`src/sv/clsr_pkg.sv`:
```
// ----------------------------------------------------------------------------
// clsr_pkg
// shared types and constants of the compact list search and remove core
// ----------------------------------------------------------------------------
`timescale 1ns / 1ps

package clsr_pkg;

	localparam int DEPTH_DEF = 16;
	localparam int MAX_RES   = 16;
	localparam int DATA_W    = 32;

	typedef enum logic [1:0] {
		FN_APPEND = 2'd0,
		FN_SEARCH = 2'd1,
		FN_REMOVE = 2'd2,
		FN_DUMP   = 2'd3
	} func_t;

	typedef enum logic [1:0] {
		STAT_OK       = 2'd0,
		STAT_NOTFOUND = 2'd1,
		STAT_FULL     = 2'd2,
		STAT_EMPTY    = 2'd3
	} status_t;

	typedef enum logic [2:0] {
		CELL_HOLD,
		CELL_LOAD,
		CELL_CMP,
		CELL_SHIFT,
		CELL_ROT
	} cell_op_t;

	typedef struct packed {
		cell_op_t          op;
		logic [DATA_W-1:0] key;
	} cell_ctrl_t;

	typedef enum logic [1:0] {
		ST_IDLE,
		ST_FIND,
		ST_DUMP
	} state_t;

endpackage

```
`src/sv/clsr_cell.sv`:
```
// ----------------------------------------------------------------------------
// clsr_cell
// one list slot: holds an entry, compares it with a key and takes the value
// of its upper neighbor on a shift, and that value or, in the last used slot, the first entry on a rotation
// ----------------------------------------------------------------------------
`timescale 1ns / 1ps

module clsr_cell #(
	parameter int DEPTH = clsr_pkg::DEPTH_DEF,
	parameter int IDX   = 0
) (
	input  logic                              clk,
	input  logic                              arst_n,
	input  clsr_pkg::cell_ctrl_t              ctrl,
	input  logic [$clog2(DEPTH+1)-1:0]        cnt,
	input  logic [$clog2(DEPTH)-1:0]          sel,
	input  logic [clsr_pkg::DATA_W-1:0]       next_value,
	input  logic [clsr_pkg::DATA_W-1:0]       first_value,
	output logic [clsr_pkg::DATA_W-1:0]       value,
	output logic                              match
);
	import clsr_pkg::*;

	localparam int CW = $clog2(DEPTH+1);
	localparam logic [CW-1:0] POS = CW'(IDX);
	localparam logic [CW-1:0] NXT = CW'(IDX + 1);

	logic [DATA_W-1:0] value_q;
	logic              match_q;

	always_ff @(posedge clk) begin
		unique case (ctrl.op)
			CELL_LOAD: begin
				if (cnt == POS) value_q <= ctrl.key;
			end
			CELL_SHIFT: begin
				if ((POS >= CW'(sel)) && (NXT < cnt)) value_q <= next_value;
			end
			CELL_ROT: begin
				if (NXT < cnt) value_q <= next_value;
				else if (NXT == cnt) value_q <= first_value;
			end
			CELL_HOLD, CELL_CMP: begin
			end
		endcase
	end

	always_ff @(posedge clk or negedge arst_n) begin
		if (!arst_n) begin
			match_q <= 1'b0;
		end else if (ctrl.op == CELL_CMP) begin
			match_q <= (POS < cnt) && (value_q == ctrl.key);
		end
	end

	assign value = value_q;
	assign match = match_q;

endmodule

```
`src/sv/compact_list_search_remove_core.sv`:
```
// ----------------------------------------------------------------------------
// compact_list_search_remove_core
// ordered list of signed words in a row of cells with append, search,
// remove first match and dump
// append: loads the next free cell unless full; search and remove: parallel compare,
// then first-match encode and, on remove, a one-step shift of the cell row
// dump: one result per cycle as the row rotates, unless the output is stalled;
// an empty dump returns only an empty status
// one transaction in work at a time; a waiting result blocks accept until taken
// reset clears the entry count and control; entries are not cleared
// ----------------------------------------------------------------------------
`timescale 1ns / 1ps

module compact_list_search_remove_core #(
	parameter int DEPTH = clsr_pkg::DEPTH_DEF
) (
	input  logic        clk,
	input  logic        arst_n,
	input  logic        s_axis_tvalid,
	output logic        s_axis_tready,
	input  logic [31:0] s_axis_tdata,   // operand_value[31:0]
	input  logic [1:0]  s_axis_tuser,   // func[1:0]
	output logic        m_axis_tvalid,
	input  logic        m_axis_tready,
	output logic [47:0] m_axis_tdata,   // status[1:0] position[5:2]
	                                    // element_value[37:6] entry_count[42:38]
	output logic        m_axis_tlast    // last
);
	import clsr_pkg::*;

	localparam int CW = $clog2(DEPTH+1);
	localparam int IW = $clog2(DEPTH);

	state_t            state_q, state_d;
	logic [CW-1:0]     cnt_q, cnt_d;
	logic [CW-1:0]     k_q, k_d;
	func_t             fn_q;
	cell_ctrl_t        ctrl;

	logic [DATA_W-1:0] vals [DEPTH];
	logic [DEPTH-1:0]  match;
	logic              found;
	logic [IW-1:0]     first_idx;

	logic              ov_q;
	logic [1:0]        o_stat_q;
	logic [3:0]        o_pos_q;
	logic [DATA_W-1:0] o_val_q;
	logic [4:0]        o_cnt_q;
	logic              o_last_q;

	logic              out_free;
	logic              emit;
	status_t           e_stat;
	logic [3:0]        e_pos;
	logic [DATA_W-1:0] e_val;
	logic              e_last;

	assign out_free      = !ov_q || m_axis_tready;
	assign s_axis_tready = (state_q == ST_IDLE) && out_free;

	for (genvar g = 0; g < DEPTH; g++) begin : g_cell
		logic [DATA_W-1:0] nxt;
		if (g == DEPTH - 1) begin : g_end
			assign nxt = '0;
		end else begin : g_mid
			assign nxt = vals[g+1];
		end
		clsr_cell #(
			.DEPTH (DEPTH),
			.IDX   (g)
		) u_cell (
			.clk         (clk),
			.arst_n      (arst_n),
			.ctrl        (ctrl),
			.cnt         (cnt_q),
			.sel         (first_idx),
			.next_value  (nxt),
			.first_value (vals[0]),
			.value       (vals[g]),
			.match       (match[g])
		);
	end

	// first match
	always_comb begin
		found     = 1'b0;
		first_idx = '0;
		for (int i = DEPTH - 1; i >= 0; i--) begin
			if (match[i]) begin
				found     = 1'b1;
				first_idx = IW'(i);
			end
		end
	end

	always_comb begin
		state_d  = state_q;
		cnt_d    = cnt_q;
		k_d      = k_q;
		ctrl.op  = CELL_HOLD;
		ctrl.key = s_axis_tdata;
		emit     = 1'b0;
		e_stat   = STAT_OK;
		e_pos    = '0;
		e_val    = '0;
		e_last   = 1'b1;
		unique case (state_q)
			ST_IDLE: begin
				if (s_axis_tvalid && out_free) begin
					unique case (func_t'(s_axis_tuser))
						FN_APPEND: begin
							emit = 1'b1;
							if (cnt_q >= CW'(DEPTH)) begin
								e_stat = STAT_FULL;
							end else begin
								ctrl.op = CELL_LOAD;
								cnt_d   = cnt_q + 1'b1;
								e_pos   = 4'(cnt_q);
							end
						end
						FN_SEARCH, FN_REMOVE: begin
							ctrl.op = CELL_CMP;
							state_d = ST_FIND;
						end
						FN_DUMP: begin
							if (cnt_q == '0) begin
								emit   = 1'b1;
								e_stat = STAT_EMPTY;
							end else begin
								k_d     = '0;
								state_d = ST_DUMP;
							end
						end
					endcase
				end
			end
			ST_FIND: begin
				emit    = 1'b1;
				state_d = ST_IDLE;
				if (!found) begin
					e_stat = STAT_NOTFOUND;
				end else begin
					e_pos = 4'(first_idx);
					if (fn_q == FN_REMOVE) begin
						ctrl.op = CELL_SHIFT;
						cnt_d   = cnt_q - 1'b1;
					end
				end
			end
			ST_DUMP: begin
				if ((32'(k_q) >= MAX_RES) || out_free) begin
					ctrl.op = CELL_ROT;
					k_d     = k_q + 1'b1;
					if (32'(k_q) < MAX_RES) begin
						emit   = 1'b1;
						e_pos  = 4'(k_q);
						e_val  = vals[0];
						e_last = (k_q + 1'b1 == cnt_q) || (32'(k_q) + 1 == MAX_RES);
					end
					if (k_q + 1'b1 == cnt_q) state_d = ST_IDLE;
				end
			end
			default: begin
				state_d = ST_IDLE;
			end
		endcase
	end

	always_ff @(posedge clk or negedge arst_n) begin
		if (!arst_n) begin
			state_q <= ST_IDLE;
			cnt_q   <= '0;
			k_q     <= '0;
			fn_q    <= FN_APPEND;
			ov_q    <= 1'b0;
		end else begin
			state_q <= state_d;
			cnt_q   <= cnt_d;
			k_q     <= k_d;
			if (s_axis_tvalid && s_axis_tready) fn_q <= func_t'(s_axis_tuser);
			if (emit) ov_q <= 1'b1;
			else if (m_axis_tready) ov_q <= 1'b0;
		end
	end

	always_ff @(posedge clk) begin
		if (emit) begin
			o_stat_q <= e_stat;
			o_pos_q  <= e_pos;
			o_val_q  <= e_val;
			o_cnt_q  <= 5'(cnt_d);
			o_last_q <= e_last;
		end
	end

	assign m_axis_tvalid = ov_q;
	assign m_axis_tdata  = {5'd0, o_cnt_q, o_val_q, o_pos_q, o_stat_q};
	assign m_axis_tlast  = o_last_q;

endmodule

```
`config.mk`:
```
export PLATFORM = sky130hd
export DESIGN_NAME = compact_list_search_remove_core
export DESIGN_NICKNAME = d
export VERILOG_FILES = /design/src/sv/clsr_pkg.sv /design/src/sv/clsr_cell.sv /design/src/sv/compact_list_search_remove_core.sv
export SDC_FILE = /design/constraint.sdc
export NUM_CORES = 1
export LEC_CHECK = 0
export BUFFER_PORTS_ARGS = -buffer_cell sky130_fd_sc_hd__buf_2
export CAP_MARGIN = 20
export CORE_ASPECT_RATIO = 1.25
export CORE_MARGIN = 5
export CORE_UTILIZATION = 35
export CTS_BUF_LIST = sky130_fd_sc_hd__clkbuf_4
export DETAILED_ROUTE_END_ITERATION = 6
export PLACE_DENSITY = 0.49
export SLEW_MARGIN = 10
export SYNTH_ARGS = -nofsm -noshare
export SYNTH_HDL_FRONTEND = slang
export SYNTH_SLANG_ARGS = --single-unit
```
`constraint.sdc`:
```
create_clock -name clk -period 10.75 [get_ports clk]
set_clock_uncertainty 0.15 [all_clocks]
set_input_delay 2.15 -clock clk [delete_from_list [all_inputs] [get_ports clk]]
set_output_delay 2.15 -clock clk [all_outputs]
set_load 0.02 [all_outputs]
```
==> reports/qor.yml <==
timing:
  fmax_ghz: 0.1918
  rsz0062_at_grt: "false"
  setup-tns-final_ns: 0
  worst_slew_pin_slew_ns: 1.170
  finalSetupViolations: 0
  relSlewSlack: 0.2197
  layout_min_cycle_time_ns: 5.215
  drv_slew: 0
  hold_violations: 0
  period_share: 0.4851
placement:
  place.gp.congestion: 0.9817
  portBuffers: 83
  dp_hpwl_mm: 96.23
synthesis:
  synth_top_cell_by_area: "edfxtp_1"
  synthTopCellsByArea: "edfxtp_1 (52%), a221o_1 (14%), xnor2_1 (8.6%)"
  synth.distinct_cells: 60
  async_flop_share: 0.05281
  ys_seq_area_frac: 0.5477
  yosys_warnings: 0
  synth-seq-cells: 587
  syn_avg_cell_area_um2: 12.69
  yosys.area.top_type_share: 0.5233
  synthesis.instances: 2515
  synth_ff_type: "edfxtp_1"
  syn_area_um2: 31900
  synth_edf_count: 556
floorplan:
  die_x_um: 280.0
  io_pins: 89
  fp.dieH_um: 347.6
  core_um2: 90180
  initial_utilization: 0.3538
  std_cell_rows: 123
  dieArea_um2: 97330
cts:
  htree_levels: 4
  cts.reportedPaths.clkPinSlew_ns: 0.06
  cts_buffers: 167
  clock_sinks: 587
  holdBufCountCts: 0
  root_buffer: "clkbuf_4"
  clk-insertion-delay-late_ns: 1.08
  ctsResizeCount: 0
  tritoncts: "built"
  post_cts_buffers: 0
  cts_buffer_depth: 3
worst_setup_path:
  startpoint_type: "primary input"
  required_ns: 8.45
  cp-end-kind: "primary output"
  worstSetupPathType: "primary input to primary output"
  crit_arrival_ns: 2.91
  reg2reg_slack_ns: 6.45
  critPathMaxFanout: 6
final_layout:
  nets: 2600
  area_delta_synth_final_pct: 11.25
  final_common_cell: "edfxtp_1"
  layout_common_cells: "edfxtp_1 (556), a221o_1 (450), xnor2_1 (314), clkbuf_4 (233), xor2_1 (209)"
  drive_gt1_frac: 0.1841
power_and_ir_drop:
  swShare: 0.3745
  comb_power_share: 0.313
  report.power.total_mw: 8.297
  p_seq_frac: 0.439
  static-leakage-power_nw: 12.17
  max-vdd-ir-drop_v: 0.0002194
  power_density_nw_per_um2: 233.8
  power.share.clock: 0.248
  p_int_mw: 5.190
  power.switching_mw: 3.107
route:
  dr.pass1.iters: 5
  ant_nets: 0
  viasPerCell: 6.244
  initialDrtViolationCount: 2758
  totalWireLength_mm: 133.9
  post_drt_wl_per_cell_um: 34.72
  drc: 0
  num_vias: 24076
grt:
  grt_pass1_wl_mm: 186.3
  grt_antenna_before_repair: 8
  grt_overflow_total: 0
  gr-usage-all-layers: 0.2675
  grt_pass1_vias: 24046
  grt_max_degree: 38
min_path:
  holdCritPathClass: "flop to flop"
outcome:
  status: "finished, final reports clean"
job:
  maxCapViolCount: 0
critical path, stage by stage:
cell and delay, ns:
buf_2 0.10, nor2b_1 0.39, nor3_1 0.09, buf_2 0.18
sequential cells by signal, summed over array words and instances (netlist names):
signal               count
cnt_q                    5
fn_q                     2
g_cell.u_cell.match     16
g_cell.u_cell.value    512
k_q                      5
m_axis_tlast             1
m_axis_tvalid            1
o_cnt_q                  5
o_pos_q                  4
o_stat_q                 2
o_val_q                 32
state_q                  2
power by group through the flow:
stage | Clock, mW | Sequential (mW) | Combinational, mW
after floorplan | 0 | 3.66 | 1.59
after global placement | 0 | 3.68 | 2.53
after detailed placement | 0 | 3.69 | 2.56
after CTS | 2.09 | 3.64 | 2.56
after global routing | 2.21 | 3.69 | 2.72
final | 2.05 | 3.65 | 2.60
layout make-up:
type / instances / area, um2
tap: 1187 / 1485
clock inverter: 50 / 244.0
sequential: 587 / 17470
clock buffer: 233 / 1749
timing repair buffer: 189 / 1294
fill: 8755 / 54690
multi-input combinational: 1594 / 13190
inverter: 14 / 52.55
antenna: 2 / 5.005
layer usage:
layer / vias up / global-route usage / wire (um)
li1: 10063 / - / -
met1: 12423 / 0.3105 / 49050
met2: 1272 / 0.4450 / 64620
met3: 318 / 0.04920 / 8950
met4: 0 / 0.1895 / 11260
met5: - / 0 / 0
logic make-up after synthesis:
logic type | share of synthesized area
compound gates | 0.1841
flops | 0.5477
xor+xnor | 0.1436
simple gates | 0.07118
buf+inv | 0.04918
fa+ha+maj | 0.003530
mux | 0.0006667
other cells | 0.0001175
through the flow:
step | worst slack [ns] | area, um2 | std cells | utilization | hold slack [ns]
4_1_cts | 5.534 | 35400 | 3850 | 0.3926 | 0.3362
3_5_place_dp | 5.228 | 33410 | 3567 | 0.3705 | 0.3581
6_report | 5.535 | 35490 | 3856 | 0.3936 | 0.3404
3_3_place_gp | 5.252 | 33360 | 3564 | 0.3699 | 0.3263
5_1_grt | 5.439 | 35490 | 3855 | 0.3935 | 0.3499
2_1_floorplan | 1.685 | 31920 | 2519 | - | 0.2912
synthesized netlist by cell type, types with 22 or more instances:
| library cell | count |
|---|---|
| nor2_1 | 42 |
| dfrtp_1 | 31 |
| edfxtp_1 | 556 |
| a21oi_1 | 35 |
| xnor2_1 | 314 |
| nand4_1 | 95 |
| o21ai_1 | 24 |
| nand2_1 | 50 |
| nor4_1 | 71 |
| a221o_1 | 450 |
| clkbuf_1 | 185 |
| and2_1 | 69 |
| buf_1 | 23 |
| o21ai_0 | 27 |
| buf_2 | 78 |
| buf_4 | 22 |
| a21o_1 | 71 |
| xor2_1 | 209 |
worst paths after layout:
check	from	end	depth (start not counted)
max in group asynchronous	arst_n	g_cell[12].u_cell.match	1
min	fn_q[0]	fn_q[0]	2
max	m_axis_tready	s_axis_tready	4
min reg2reg	fn_q[0]	fn_q[0]	2
max reg2reg	cnt_q[1]	g_cell[0].u_cell.value[20]	10
min in group asynchronous	arst_n	g_cell[15].u_cell.match	1
(Power assumes the default switching activity.)
